## config.mk

```make
export PLATFORM = sky130hd
export DESIGN_NAME = format_string_decimal_printer_core
export DESIGN_NICKNAME = d
export VERILOG_FILES = /design/src/hw/rtl/fdp_pkg.sv /design/src/hw/rtl/fdp_front.sv /design/src/hw/rtl/fdp_queue.sv /design/src/hw/rtl/fdp_back.sv /design/src/hw/rtl/format_string_decimal_printer_core.sv
export SDC_FILE = /design/constraint.sdc
export NUM_CORES = 1
export LEC_CHECK = 0
export ABC_CLOCK_PERIOD_IN_PS = 22000
export CORE_MARGIN = 3
export CORE_UTILIZATION = 40
export DETAILED_ROUTE_END_ITERATION = 16
export DONT_BUFFER_PORTS = 1
export PLACE_DENSITY = 0.6
export SYNTH_ARGS = -nofsm -noshare
export SYNTH_HDL_FRONTEND = slang
export SYNTH_SLANG_ARGS = --single-unit
```

## constraint.sdc

```tcl
create_clock -name clock -period 22 [get_ports clock]
set_input_delay 6.6 -clock clock [delete_from_list [all_inputs] [get_ports clock]]
set_output_delay 6.6 -clock clock [all_outputs]
set_load 0.02 [all_outputs]
```

## src/hw/rtl/fdp_pkg.sv

```systemverilog
// Shared types, character codes and decimal tables of the decimal format printer.
// Used by the front, queue, back and top-level modules; depends on nothing else.
package fdp_pkg;

   // Width of the per-string emitted-character counter
   localparam int COUNT_BITS = 16;
   localparam logic [COUNT_BITS-1:0] COUNT_MAX = '1;

   // Character codes
   localparam logic [7:0] CH_ZERO    = 8'h30;
   localparam logic [7:0] CH_MINUS   = 8'h2D;
   localparam logic [7:0] CH_PERCENT = 8'h25;
   localparam logic [7:0] CH_D       = 8'h64;

   // Command queue between front and back
   localparam int QUEUE_DEPTH = 4;
   localparam int QPTR_W      = $clog2(QUEUE_DEPTH);

   // Decimal places of a 32-bit magnitude: 10^0 .. 10^9
   localparam int PLACE_W = 4;
   localparam int WIDE_W  = 34;

   // Command kinds handed from front to back
   typedef enum logic [1:0] {
      CMD_CHAR = 2'd0,   // emit the character as is
      CMD_NUM  = 2'd1,   // print the argument in decimal
      CMD_ERR  = 2'd2,   // bad specifier: one error item
      CMD_END  = 2'd3    // no item, only close the string
   } cmd_kind_type;

   typedef struct packed {
      cmd_kind_type kind;
      logic [7:0]   ch;
      logic [31:0]  arg;
      logic         last;
   } cmd_type;

   // Power of ten for a decimal place
   function automatic logic [WIDE_W-1:0] pow10(input logic [PLACE_W-1:0] place);
      logic [WIDE_W-1:0] val;
      unique case (place)
         4'd0:    val = 34'd1;
         4'd1:    val = 34'd10;
         4'd2:    val = 34'd100;
         4'd3:    val = 34'd1000;
         4'd4:    val = 34'd10000;
         4'd5:    val = 34'd100000;
         4'd6:    val = 34'd1000000;
         4'd7:    val = 34'd10000000;
         4'd8:    val = 34'd100000000;
         4'd9:    val = 34'd1000000000;
         default: val = '1;
      endcase
      return val;
   endfunction

endpackage

```

## src/hw/rtl/fdp_front.sv

```systemverilog
// Front part of the decimal format printer: accepts format bytes and classifies them.
// Tracks the pending-percent and failed-string flags; pushes commands into fdp_queue.
module fdp_front (
   input  logic             clock,
   input  logic             reset,
   input  logic             req_tvalid,
   output logic             req_tready,
   input  logic [39:0]      req_tdata,    // [7:0] fmt_char, [39:8] arg_value
   input  logic             req_tlast,    // string_end
   input  logic             q_full,
   output logic             q_push,
   output fdp_pkg::cmd_type q_cmd
);

   logic       pending_ff, pending_in;
   logic       failed_ff, failed_in;
   logic       accept;
   logic [7:0] ch;

   assign req_tready = !q_full;
   assign accept     = req_tvalid && req_tready;
   assign ch         = req_tdata[7:0];

   // Classify the byte against the string state
   always_comb begin
      pending_in  = pending_ff;
      failed_in   = failed_ff;
      q_push      = 1'b0;
      q_cmd.kind  = fdp_pkg::CMD_CHAR;
      q_cmd.ch    = ch;
      q_cmd.arg   = req_tdata[39:8];
      q_cmd.last  = req_tlast;
      if (accept) begin
         if (failed_ff) begin
            // drop the byte; the closing byte still resets the count
            q_push     = req_tlast;
            q_cmd.kind = fdp_pkg::CMD_END;
         end else if (pending_ff) begin
            pending_in = 1'b0;
            q_push     = 1'b1;
            if (ch == fdp_pkg::CH_D) begin
               q_cmd.kind = fdp_pkg::CMD_NUM;
            end else begin
               q_cmd.kind = fdp_pkg::CMD_ERR;
               failed_in  = 1'b1;
            end
         end else if (ch == fdp_pkg::CH_PERCENT) begin
            if (req_tlast) begin
               // percent with nothing after it
               q_push     = 1'b1;
               q_cmd.kind = fdp_pkg::CMD_ERR;
               failed_in  = 1'b1;
            end else begin
               pending_in = 1'b1;
            end
         end else begin
            q_push = 1'b1;
         end
         // return to the start-of-string state
         if (req_tlast) begin
            pending_in = 1'b0;
            failed_in  = 1'b0;
         end
      end
   end

   always_ff @(posedge clock) begin
      if (reset) begin
         pending_ff <= 1'b0;
         failed_ff  <= 1'b0;
      end else begin
         pending_ff <= pending_in;
         failed_ff  <= failed_in;
      end
   end

endmodule

```

## src/hw/rtl/fdp_queue.sv

```systemverilog
// Short command queue between the front and the back of the decimal format printer.
// Holds fdp_pkg::cmd_type entries; depth from fdp_pkg::QUEUE_DEPTH.
module fdp_queue (
   input  logic             clock,
   input  logic             reset,
   input  logic             push,
   input  fdp_pkg::cmd_type push_cmd,
   input  logic             pop,
   output logic             full,
   output logic             head_valid,
   output fdp_pkg::cmd_type head_cmd
);

   fdp_pkg::cmd_type          entry_ff [fdp_pkg::QUEUE_DEPTH];
   logic [fdp_pkg::QPTR_W-1:0] wr_ptr_ff, wr_ptr_in;
   logic [fdp_pkg::QPTR_W-1:0] rd_ptr_ff, rd_ptr_in;
   logic [fdp_pkg::QPTR_W:0]   fill_ff, fill_in;
   logic                      do_push, do_pop;

   assign full       = (fill_ff == (fdp_pkg::QPTR_W+1)'(fdp_pkg::QUEUE_DEPTH));
   assign head_valid = (fill_ff != '0);
   assign head_cmd   = entry_ff[rd_ptr_ff];
   assign do_push    = push && !full;
   assign do_pop     = pop && head_valid;

   // Advance pointers and fill level
   always_comb begin
      wr_ptr_in = do_push ? wr_ptr_ff + 1'b1 : wr_ptr_ff;
      rd_ptr_in = do_pop ? rd_ptr_ff + 1'b1 : rd_ptr_ff;
      fill_in   = fill_ff;
      if (do_push && !do_pop) begin
         fill_in = fill_ff + 1'b1;
      end else if (do_pop && !do_push) begin
         fill_in = fill_ff - 1'b1;
      end
   end

   always_ff @(posedge clock) begin
      if (reset) begin
         wr_ptr_ff <= '0;
         rd_ptr_ff <= '0;
         fill_ff   <= '0;
      end else begin
         wr_ptr_ff <= wr_ptr_in;
         rd_ptr_ff <= rd_ptr_in;
         fill_ff   <= fill_in;
      end
   end

   // Store the entry
   always_ff @(posedge clock) begin
      if (do_push) begin
         entry_ff[wr_ptr_ff] <= push_cmd;
      end
   end

endmodule

```

## src/hw/rtl/fdp_back.sv

```systemverilog
// Back part of the decimal format printer: carries out queued commands.
// Emits characters, converts arguments to decimal digits and keeps the character count.
module fdp_back (
   input  logic             clock,
   input  logic             reset,
   input  logic             q_valid,
   input  fdp_pkg::cmd_type q_cmd,
   output logic             q_pop,
   output logic             rsp_tvalid,
   input  logic             rsp_tready,
   output logic [23:0]      rsp_tdata,    // [7:0] out_char, [23:8] char_total
   output logic [1:0]       rsp_tuser,    // [0] error_flag, [1] run_last
   output logic             rsp_tlast     // string_done
);

   typedef enum logic [4:0] {
      ST_IDLE = 5'b00001,
      ST_SIGN = 5'b00010,
      ST_SIZE = 5'b00100,
      ST_CMP  = 5'b01000,
      ST_EMIT = 5'b10000
   } state_type;

   state_type                        state_ff, state_in;
   logic [31:0]                      mag_ff, mag_in;
   logic [fdp_pkg::PLACE_W-1:0]      place_ff, place_in;
   logic [3:0]                       digit_ff, digit_in;
   logic [31:0]                      sub_ff, sub_in;
   logic                             last_ff, last_in;
   logic [fdp_pkg::COUNT_BITS-1:0]   count_ff, count_in, count_inc, count_view;

   logic                             rsp_valid_ff, rsp_valid_in;
   logic [7:0]                       rsp_char_ff;
   logic                             rsp_err_ff, rsp_run_ff, rsp_done_ff;
   logic [15:0]                      rsp_total_ff;

   logic                             out_free, out_load;
   logic [7:0]                       o_char;
   logic                             o_err, o_run, o_done;
   logic                             do_inc, do_clr;
   logic [fdp_pkg::PLACE_W-1:0]      size_cnt;
   logic [3:0]                       digit_cnt;
   logic [fdp_pkg::WIDE_W-1:0]       sub_sel, step_val, mag_wide;
   logic [31:0]                      count_ext;
   logic [15:0]                      o_total;

   assign out_free  = !rsp_valid_ff || rsp_tready;
   assign mag_wide  = fdp_pkg::WIDE_W'(mag_ff);
   assign count_inc = (count_ff == fdp_pkg::COUNT_MAX) ? count_ff : count_ff + 1'b1;
   assign count_view = do_inc ? count_inc : count_ff;
   assign count_ext = 32'(count_view);
   assign o_total   = (count_ext > 32'h0000_FFFF) ? 16'hFFFF : count_ext[15:0];

   // Find the top decimal place of the magnitude
   always_comb begin
      size_cnt = '0;
      for (int k = 1; k < 10; k++) begin
         if (mag_wide >= fdp_pkg::pow10(fdp_pkg::PLACE_W'(k))) begin
            size_cnt = size_cnt + 1'b1;
         end
      end
   end

   // Find the digit at the current place and the amount to take off
   always_comb begin
      digit_cnt = '0;
      sub_sel   = '0;
      step_val  = fdp_pkg::pow10(place_ff);
      for (int k = 1; k < 10; k++) begin
         if (mag_wide >= fdp_pkg::WIDE_W'(k) * step_val) begin
            digit_cnt = digit_cnt + 1'b1;
            sub_sel   = fdp_pkg::WIDE_W'(k) * step_val;
         end
      end
   end

   // Sequence the commands
   always_comb begin
      state_in = state_ff;
      mag_in   = mag_ff;
      place_in = place_ff;
      digit_in = digit_ff;
      sub_in   = sub_ff;
      last_in  = last_ff;
      q_pop    = 1'b0;
      out_load = 1'b0;
      o_char   = '0;
      o_err    = 1'b0;
      o_run    = 1'b0;
      o_done   = 1'b0;
      do_inc   = 1'b0;
      do_clr   = 1'b0;
      unique case (state_ff)
         ST_IDLE: begin
            if (q_valid) begin
               unique case (q_cmd.kind)
                  fdp_pkg::CMD_CHAR: begin
                     if (out_free) begin
                        q_pop    = 1'b1;
                        out_load = 1'b1;
                        o_char   = q_cmd.ch;
                        o_run    = 1'b1;
                        o_done   = q_cmd.last;
                        do_inc   = 1'b1;
                        do_clr   = q_cmd.last;
                     end
                  end
                  fdp_pkg::CMD_ERR: begin
                     if (out_free) begin
                        q_pop    = 1'b1;
                        out_load = 1'b1;
                        o_err    = 1'b1;
                        o_run    = 1'b1;
                        o_done   = 1'b1;
                        do_clr   = q_cmd.last;
                     end
                  end
                  fdp_pkg::CMD_END: begin
                     q_pop  = 1'b1;
                     do_clr = 1'b1;
                  end
                  fdp_pkg::CMD_NUM: begin
                     q_pop   = 1'b1;
                     last_in = q_cmd.last;
                     mag_in  = q_cmd.arg[31] ? 32'd0 - q_cmd.arg : q_cmd.arg;
                     state_in = q_cmd.arg[31] ? ST_SIGN : ST_SIZE;
                  end
               endcase
            end
         end
         ST_SIGN: begin
            if (out_free) begin
               out_load = 1'b1;
               o_char   = fdp_pkg::CH_MINUS;
               do_inc   = 1'b1;
               state_in = ST_SIZE;
            end
         end
         ST_SIZE: begin
            place_in = size_cnt;
            state_in = ST_CMP;
         end
         ST_CMP: begin
            digit_in = digit_cnt;
            sub_in   = sub_sel[31:0];
            state_in = ST_EMIT;
         end
         ST_EMIT: begin
            if (out_free) begin
               out_load = 1'b1;
               o_char   = fdp_pkg::CH_ZERO + 8'(digit_ff);
               do_inc   = 1'b1;
               mag_in   = mag_ff - sub_ff;
               if (place_ff == '0) begin
                  o_run    = 1'b1;
                  o_done   = last_ff;
                  do_clr   = last_ff;
                  state_in = ST_IDLE;
               end else begin
                  place_in = place_ff - 1'b1;
                  state_in = ST_CMP;
               end
            end
         end
         default: state_in = ST_IDLE;
      endcase
   end

   // Count emitted characters; clear at the end of the string
   always_comb begin
      if (do_clr) begin
         count_in = '0;
      end else begin
         count_in = count_view;
      end
      if (out_load) begin
         rsp_valid_in = 1'b1;
      end else if (rsp_tready) begin
         rsp_valid_in = 1'b0;
      end else begin
         rsp_valid_in = rsp_valid_ff;
      end
   end

   always_ff @(posedge clock) begin
      if (reset) begin
         state_ff     <= ST_IDLE;
         count_ff     <= '0;
         rsp_valid_ff <= 1'b0;
      end else begin
         state_ff     <= state_in;
         count_ff     <= count_in;
         rsp_valid_ff <= rsp_valid_in;
      end
   end

   // Hold conversion data and the output item
   always_ff @(posedge clock) begin
      mag_ff   <= mag_in;
      place_ff <= place_in;
      digit_ff <= digit_in;
      sub_ff   <= sub_in;
      last_ff  <= last_in;
      if (out_load) begin
         rsp_char_ff  <= o_char;
         rsp_err_ff   <= o_err;
         rsp_run_ff   <= o_run;
         rsp_done_ff  <= o_done;
         rsp_total_ff <= o_total;
      end
   end

   assign rsp_tvalid = rsp_valid_ff;
   assign rsp_tdata  = {rsp_total_ff, rsp_char_ff};
   assign rsp_tuser  = {rsp_run_ff, rsp_err_ff};
   assign rsp_tlast  = rsp_done_ff;

endmodule

```

## src/hw/rtl/format_string_decimal_printer_core.sv

```systemverilog
// Decimal format printer: takes a format string one byte per item, passes ordinary
// bytes through, prints the 32-bit signed argument in decimal for "%d", and flags any
// other specifier as an error that drops the rest of the string. A '%', or any byte
// after an error, makes no output. An ordinary byte or an error is handed out straight
// from the idle state of the back end; a "%d" gives a minus sign if the argument is
// negative, finds the top decimal place, and then takes a compare step and an emit step
// at each decimal place, for up to ten digits and a sign. The four-entry command
// queue lets the front keep taking bytes while a number is printed, and the output
// register lets a finished item wait while the next one is worked on.
module format_string_decimal_printer_core (
   input  logic        clock,
   input  logic        reset,
   input  logic        req_tvalid,
   output logic        req_tready,
   input  logic [39:0] req_tdata,    // [7:0] fmt_char, [39:8] arg_value
   input  logic        req_tlast,    // string_end
   output logic        rsp_tvalid,
   input  logic        rsp_tready,
   output logic [23:0] rsp_tdata,    // [7:0] out_char, [23:8] char_total
   output logic [1:0]  rsp_tuser,    // [0] error_flag, [1] run_last
   output logic        rsp_tlast     // string_done
);

   logic             q_full;
   logic             q_push;
   logic             q_pop;
   logic             q_valid;
   fdp_pkg::cmd_type push_cmd;
   fdp_pkg::cmd_type head_cmd;

   // Classify incoming bytes
   fdp_front u_front (
      .clock      (clock),
      .reset      (reset),
      .req_tvalid (req_tvalid),
      .req_tready (req_tready),
      .req_tdata  (req_tdata),
      .req_tlast  (req_tlast),
      .q_full     (q_full),
      .q_push     (q_push),
      .q_cmd      (push_cmd)
   );

   // Buffer commands
   fdp_queue u_queue (
      .clock      (clock),
      .reset      (reset),
      .push       (q_push),
      .push_cmd   (push_cmd),
      .pop        (q_pop),
      .full       (q_full),
      .head_valid (q_valid),
      .head_cmd   (head_cmd)
   );

   // Emit characters and digits
   fdp_back u_back (
      .clock      (clock),
      .reset      (reset),
      .q_valid    (q_valid),
      .q_cmd      (head_cmd),
      .q_pop      (q_pop),
      .rsp_tvalid (rsp_tvalid),
      .rsp_tready (rsp_tready),
      .rsp_tdata  (rsp_tdata),
      .rsp_tuser  (rsp_tuser),
      .rsp_tlast  (rsp_tlast)
   );

endmodule

```

# Yosys cells after proc, flatten, opt, wreduce, memory -nomap -nowiden
# Memory sizes are Yosys's and may differ from the RTL's. A register that Yosys moved wholly into a read port is not among the register bits.
# Index checks and enable logic that the tools add are counted.
classes:
  magnitude_cmp: 19
  mul: 5
  n_mux: 100
  eq_ne: 18
  n_reduce_logical: 27
  addsub: 25
ops:
  columns: ["op", "n"]
  rows:
  - ["$mux 32", 13]
  - ["$ge 32x34->1", 9]
  - ["$mux 4", 20]
  - ["$mul 3x34->34 const A", 2]
  - ["$pmux 32 s2", 1]
  - ["$add 4x1->4 const B", 14]
  - ["$mul 2x34->33 const A", 1]
  - ["$mul 2x34->34 const A", 1]
  - ["$mul 4x34->34 const A", 1]
  - ["$mux 1", 33]
  - ["$ge 32x10->1 const B", 1]
  - ["$ge 32x14->1 const B", 1]
  - ["$ge 32x17->1 const B", 1]
  - ["$ge 32x20->1 const B", 1]
  - ["$ge 32x24->1 const B", 1]
  - ["$ge 32x27->1 const B", 1]
  - ["$ge 32x30->1 const B", 1]
  - ["$ge 32x4->1 const B", 1]
  - ["$ge 32x7->1 const B", 1]
  - ["$mux 16", 2]
  - ["$mux 8", 4]
  - ["$sub 1x32->32 const A", 1]
  - ["$sub 32x32->32", 1]
  - ["$pmux 5 s5", 1]
  - ["other kinds (39)", 81]
word_totals:
  mem_count: 2
  rom_bits: 544
  register_bits: 131
  ram_bits: 172
mem_list:
  columns: ["name", "depth", "width", "read_ports", "rd_ports_with_merged_regs", "wr", "line", "text"]
  rows:
  - ["(name not given)", 16, 34, 1, 1, 0, "fdp_pkg.sv:41", "unique case (place)"]
  - ["u_queue.entry_ff", 4, 43, 1, 1, 1, "fdp_queue.sv:14", "fdp_pkg::cmd_type entry_ff [fdp_pkg::QUEUE_DEPTH];"]

# Depth between registers and ports, before layout
logic_depth:
  word_depth: 20
  ltp_mapped: 40
  mapped_depth_nobuf: 38

# Hierarchy
# From an unflattened synthesis, not the netlist that was laid out.
hier_totals:
  hier_cells: 3194
  area_unflattened_um2: 30725.7
modules_own_cells:
  columns: ["mod", "n_inst", "seq_area_each_um2", "area_per_inst_um2", "cells_each"]
  rows:
  - ["fdp_back", 1, 3923.8, 23490.0, 2857]
  - ["fdp_queue", 1, 5345.1, 6720.2, 273]
  - ["fdp_front", 1, 40.0, 515.5, 64]

# Least setup slack after synthesis
# No wires, ideal clock.
synth_timing:
  path_type: "input to register"
  from: "in rsp_tready"
  to: "reg u_back.mag_ff[0] (enable)"
  cell_stages: 4
  path_buffers: 0
  arrival_ps: 8665
  slack_ps: 12904
  setup_time_ps: 432
  t_required_ps: 21568
  cell_sequence: "nor2b_1 > nor2_1 > inv_1 > a21oi_1"
synth_via:
  elab_chain_cells: 3
synth_rtl:
  columns: ["item", "line", "text"]
  rows:
  - ["from (decl)", "format_string_decimal_printer_core.sv:18", "input logic rsp_tready,"]
  - ["$logic_or 1x1->1", "fdp_back.sv:47", "assign out_free = !rsp_valid_ff || rsp_tready;"]
  - ["$ne 2x1->1 (no source line)", null, null]
  - ["$reduce_and 4->1 (no source line)", null, null]
  - ["to (signal assigned)", "fdp_back.sv:199", "mag_ff <= mag_in;"]
  - ["to (decl)", "fdp_back.sv:25", "logic [31:0] mag_ff, mag_in;"]
# No other way between the ends.
# A chain may end at the register's enable or synchronous reset.

# Worst setup path in the final report
layout_timing:
  from: "reg, netlist name u_back.step_val[3]"
  to: "reg u_back.digit_ff[3], data pin"
layout_via:
  elab_chain_cells: 18
  elab_cells_between_ends: 31
  classes_between: "8 x add/sub; 5 x mul; 9 x order compare; 9 x mux"
layout_rtl:
  columns: ["item", "line", "text"]
  rows:
  - ["branches (longest 17 deep; another with $mul 2x34->34)", null, null]
  - ["$mux 4 *", "fdp_back.sv:70", "if (mag_wide >= fdp_pkg::WIDE_W'(k) * step_val) begin"]
  - ["net u_back.digit_cnt[3]", "fdp_back.sv:42", "logic [3:0] digit_cnt;"]
  - ["to (signal assigned)", "fdp_back.sv:201", "digit_ff <= digit_in;"]
  - ["to (decl)", "fdp_back.sv:27", "logic [3:0] digit_ff, digit_in;"]
# Mark *: on every way through the listed nets, which the timed path passes.

==> flow_metrics.env <==
export IMPL_synth_simple_area_share_pct=14.3
export IMPL_die_y_um=283
export IMPL_cts_tree="built"
export IMPL_max_vdd_ir_drop_mv=0.112
export IMPL_antenna_cells=0
export IMPL_r2r_slack_ns=12.72
export IMPL_ant_nets=0
export IMPL_holdPathStages=2
export IMPL_tightest_slew_ns=1.18
export IMPL_final_hold_viol_count=0
export IMPL_coreArea_um2=75200
export IMPL_gp_congestion=0.971
export IMPL_start_util_pct=40.8
export IMPL_p_total_mw=5.25
export IMPL_cts_resized=0
export IMPL_drive_above_1_share_pct=7.57
export IMPL_synth_xor_area_share_pct=6.02
export IMPL_crit_path_end_kind="flip-flop"
export IMPL_grt_use_total_pct=22.1
export IMPL_drt_drc_violations_left=0
export IMPL_worstSkewPairLatency_ns=0.57
export IMPL_finalCriticalPeriod_ns=9.28
export IMPL_setup_viol=0
export IMPL_yosysUniqueCellTypes=99
export IMPL_drt_iter0_markers=1830
export IMPL_grt_pass1_wl_um=142000
export IMPL_dr_pass1_iters=6
export IMPL_rsz0062_at_grt="no"
export IMPL_routed_wl_um=91200
export IMPL_syn_num_nets=3725
export IMPL_ctsHoldBuffers=0
export IMPL_dp_hpwl_um=70400
export IMPL_clk_pin_slew_ns=0.07
export IMPL_start_kind="flip-flop"
export IMPL_ys_flop_type="edfxtp_1"
export IMPL_max_stage_delay_ns=0.72
export IMPL_critPathKind="reg2reg"
export IMPL_synth_edf_count=272
export IMPL_routedWlPerCell_um=21.6
export IMPL_crit_fanout=22
export IMPL_cts_root_buf="clkbuf_16"
export IMPL_avgSynthCellArea_um2=9.64
export IMPL_nFillCells=7241
export IMPL_clock_fmax_mhz=108
export IMPL_viasPerCell=5.89
export IMPL_synth_area_um2=30700
export IMPL_cts_setup_buffers=0
export IMPL_portBuffers=0
export IMPL_overflow=0
export IMPL_p_leak_nw=14.0
export IMPL_max_cap_violations=0
export IMPL_antenna_found_initial=0
export IMPL_critical_path_arrival_ns=9.60
export IMPL_tns_ns=0
export IMPL_reg2reg_from="u_back.step_val[3]"
export IMPL_h_tree_depth=1
export IMPL_outcome="complete, no violations"
export IMPL_cts_made_buffers=30
export IMPL_power_density_nw_per_um2=158
export IMPL_cp_common_cell="ha_1"
export IMPL_synth_compound_area_share_pct=20.5
export IMPL_vias=24900
export IMPL_clock_skew_ns=0.0185
export IMPL_finalNetCount=3725
export IMPL_grt_max_degree=55
export IMPL_yosys_warnings=0
export IMPL_min_delay_start="u_queue.wr_ptr_ff[1]"
export IMPL_synth_top_family_by_area="adder cells"
export IMPL_rows=100
export IMPL_synth_mux_area_share_pct=4.58
export IMPL_clk_path_buf_depth=3
export IMPL_ys_ff_latch=329
export IMPL_required_ns=22.31
export IMPL_min_period_over_period_pct=42.2
export IMPL_ioPinCount=74
export IMPL_crit_slowest_cell="dfxtp_1"
export IMPL_startpoint="u_back.step_val[3]"
export IMPL_cts_sinks=329
export IMPL_syn_instance_count=3184
export IMPL_fp_dieW_um=283
export IMPL_reg2regPathDepth=37
export IMPL_regArea_um2=9320
export IMPL_grt_pass1_vias=24700
export IMPL_multiInputGateArea_um2=20400
export IMPL_ys_async_sr_fraction_pct=0
export IMPL_area_growth_pct=8.23
export IMPL_synth_fa_ha_area_share_pct=21.0
export IMPL_die_area_um2=80100
export IMPL_yosysSeqAreaShare_pct=30.3
export IMPL_final_max_slew_viol_count=0
export IMPL_slew_headroom_pct=21.2
export IMPL_holdCritPathClass="reg2reg"
[per-stage QoR]
stage                     worst slack, ns  utilization (%)  area [µm²]  hold WS (ns)  std cells
after floorplan                     12.90                -       30700         0.469       3184
after global placement              12.94             42.7       32100         0.495       4172
after detailed placement            12.73             42.7       32100         0.497       4172
after CTS                           12.70             44.2       33200         0.507       4228
after global routing                11.94             44.2       33200         0.535       4228
final                               12.72             44.2       33200         0.497       4228
[worst max-delay path, delay by kind of cell (launching register included)]
kind,cells,cell delay (ns)
simple gates,9,1.76
compound gates,15,3.27
flops,1,0.72
buf+inv,2,0.31
fa+ha+maj,7,2.00
xor+xnor,4,0.93
[cell families (layout without fill, tap and decap cells)]
logic type | after synthesis | after routing
fa+ha+maj | 497 | 497
mux | 86 | 86
xor+xnor | 201 | 201
compound gates | 936 | 936
buf+inv | 265 | 289
simple gates | 870 | 870
flops | 329 | 329
[placed cells by master (no fill, tap or decap), drive strengths merged, types with 21 or more instances in the layout]
cell / instances
mux2i: 31
o21bai: 23
nand3: 56
edfxtp: 272
a221oi: 40
mux4: 42
nor3: 47
and2: 23
and3: 29
nand2b: 44
inv: 170
ha: 467
xnor2: 113
a31oi: 45
nor2b: 47
o211ai: 33
nand4: 67
a211oi: 39
nor4: 21
nor2: 215
fa: 29
dfxtp: 57
o21a: 43
or3: 23
clkbuf: 35
o21ai: 150
a21o: 149
a21oi: 244
or2: 28
nand2: 211
buf: 65
xor2: 84
[power by group]
group / switching, mW / internal [mW] / total (mW)
Sequential: 0.113 / 0.865 / 0.978
Combinational: 2.26 / 1.44 / 3.69
Clock: 0.236 / 0.343 / 0.578
[layout make-up]
cell class	count	area share [%]
multi-input cells	2590	61.4
flip-flops and latches	329	28.0
well taps	1020	3.84
clock buffers	35	2.38
inverters	168	1.90
repair buffers	65	1.47
clock inverters	21	0.945
[routing by layer]
layer	vias to the layer above	global-route usage [%]	wire, µm
met4	0	6.71	2760
met3	123	1.96	4660
met5	-	0	0
met1	12000	31.2	42400
met2	699	36.2	41400
li1	12100	-	-
[path summary, 6_finish.rpt]
path | to
worst min register to register | u_queue.wr_ptr_ff[1]
worst max register to register | u_back.digit_ff[3]
worst max-delay path | u_back.digit_ff[3]
worst min-delay path | u_queue.wr_ptr_ff[1]
[registers in the layout, summed over array words and instances (netlist names), named ones only]
register / flops
u_back.count_ff: 16
u_back.digit_ff: 4
u_back.last_ff: 1
u_back.mag_ff: 32
u_back.place_ff: 4
u_back.rsp_char_ff: 8
u_back.rsp_err_ff: 1
u_back.rsp_run_ff: 1
u_back.rsp_tlast: 1
u_back.rsp_total_ff: 16
u_back.rsp_tvalid: 1
u_back.state_ff: 5
u_back.step_val: 24
u_back.sub_ff: 32
u_front.failed_ff: 1
u_front.pending_ff: 1
u_queue.entry_ff: 172
u_queue.fill_ff: 3
u_queue.rd_ptr_ff: 2
u_queue.wr_ptr_ff: 2
[synth_stat cells (all sizes together), types with 29 or more instances]
cell | count | area (µm²)
ha | 467 | 5840
edfxtp | 272 | 8170
a21oi | 244 | 1230
nor2 | 215 | 807
nand2 | 211 | 792
inv | 168 | 631
o21ai | 150 | 754
a21o | 149 | 1120
xnor2 | 113 | 1020
xor2 | 84 | 736
clkbuf | 79 | 297
nand4 | 67 | 419
dfxtp | 57 | 1140
nand3 | 56 | 280
nor2b | 47 | 294
nor3 | 47 | 235
a31oi | 45 | 288
nand2b | 44 | 275
o21a | 43 | 330
mux4 | 42 | 946
a221oi | 40 | 350
a211oi | 39 | 293
o211ai | 33 | 248
mux2i | 31 | 314
and3 | 29 | 186
fa | 29 | 581
Note: power is estimated with default switching activity, not from simulation.
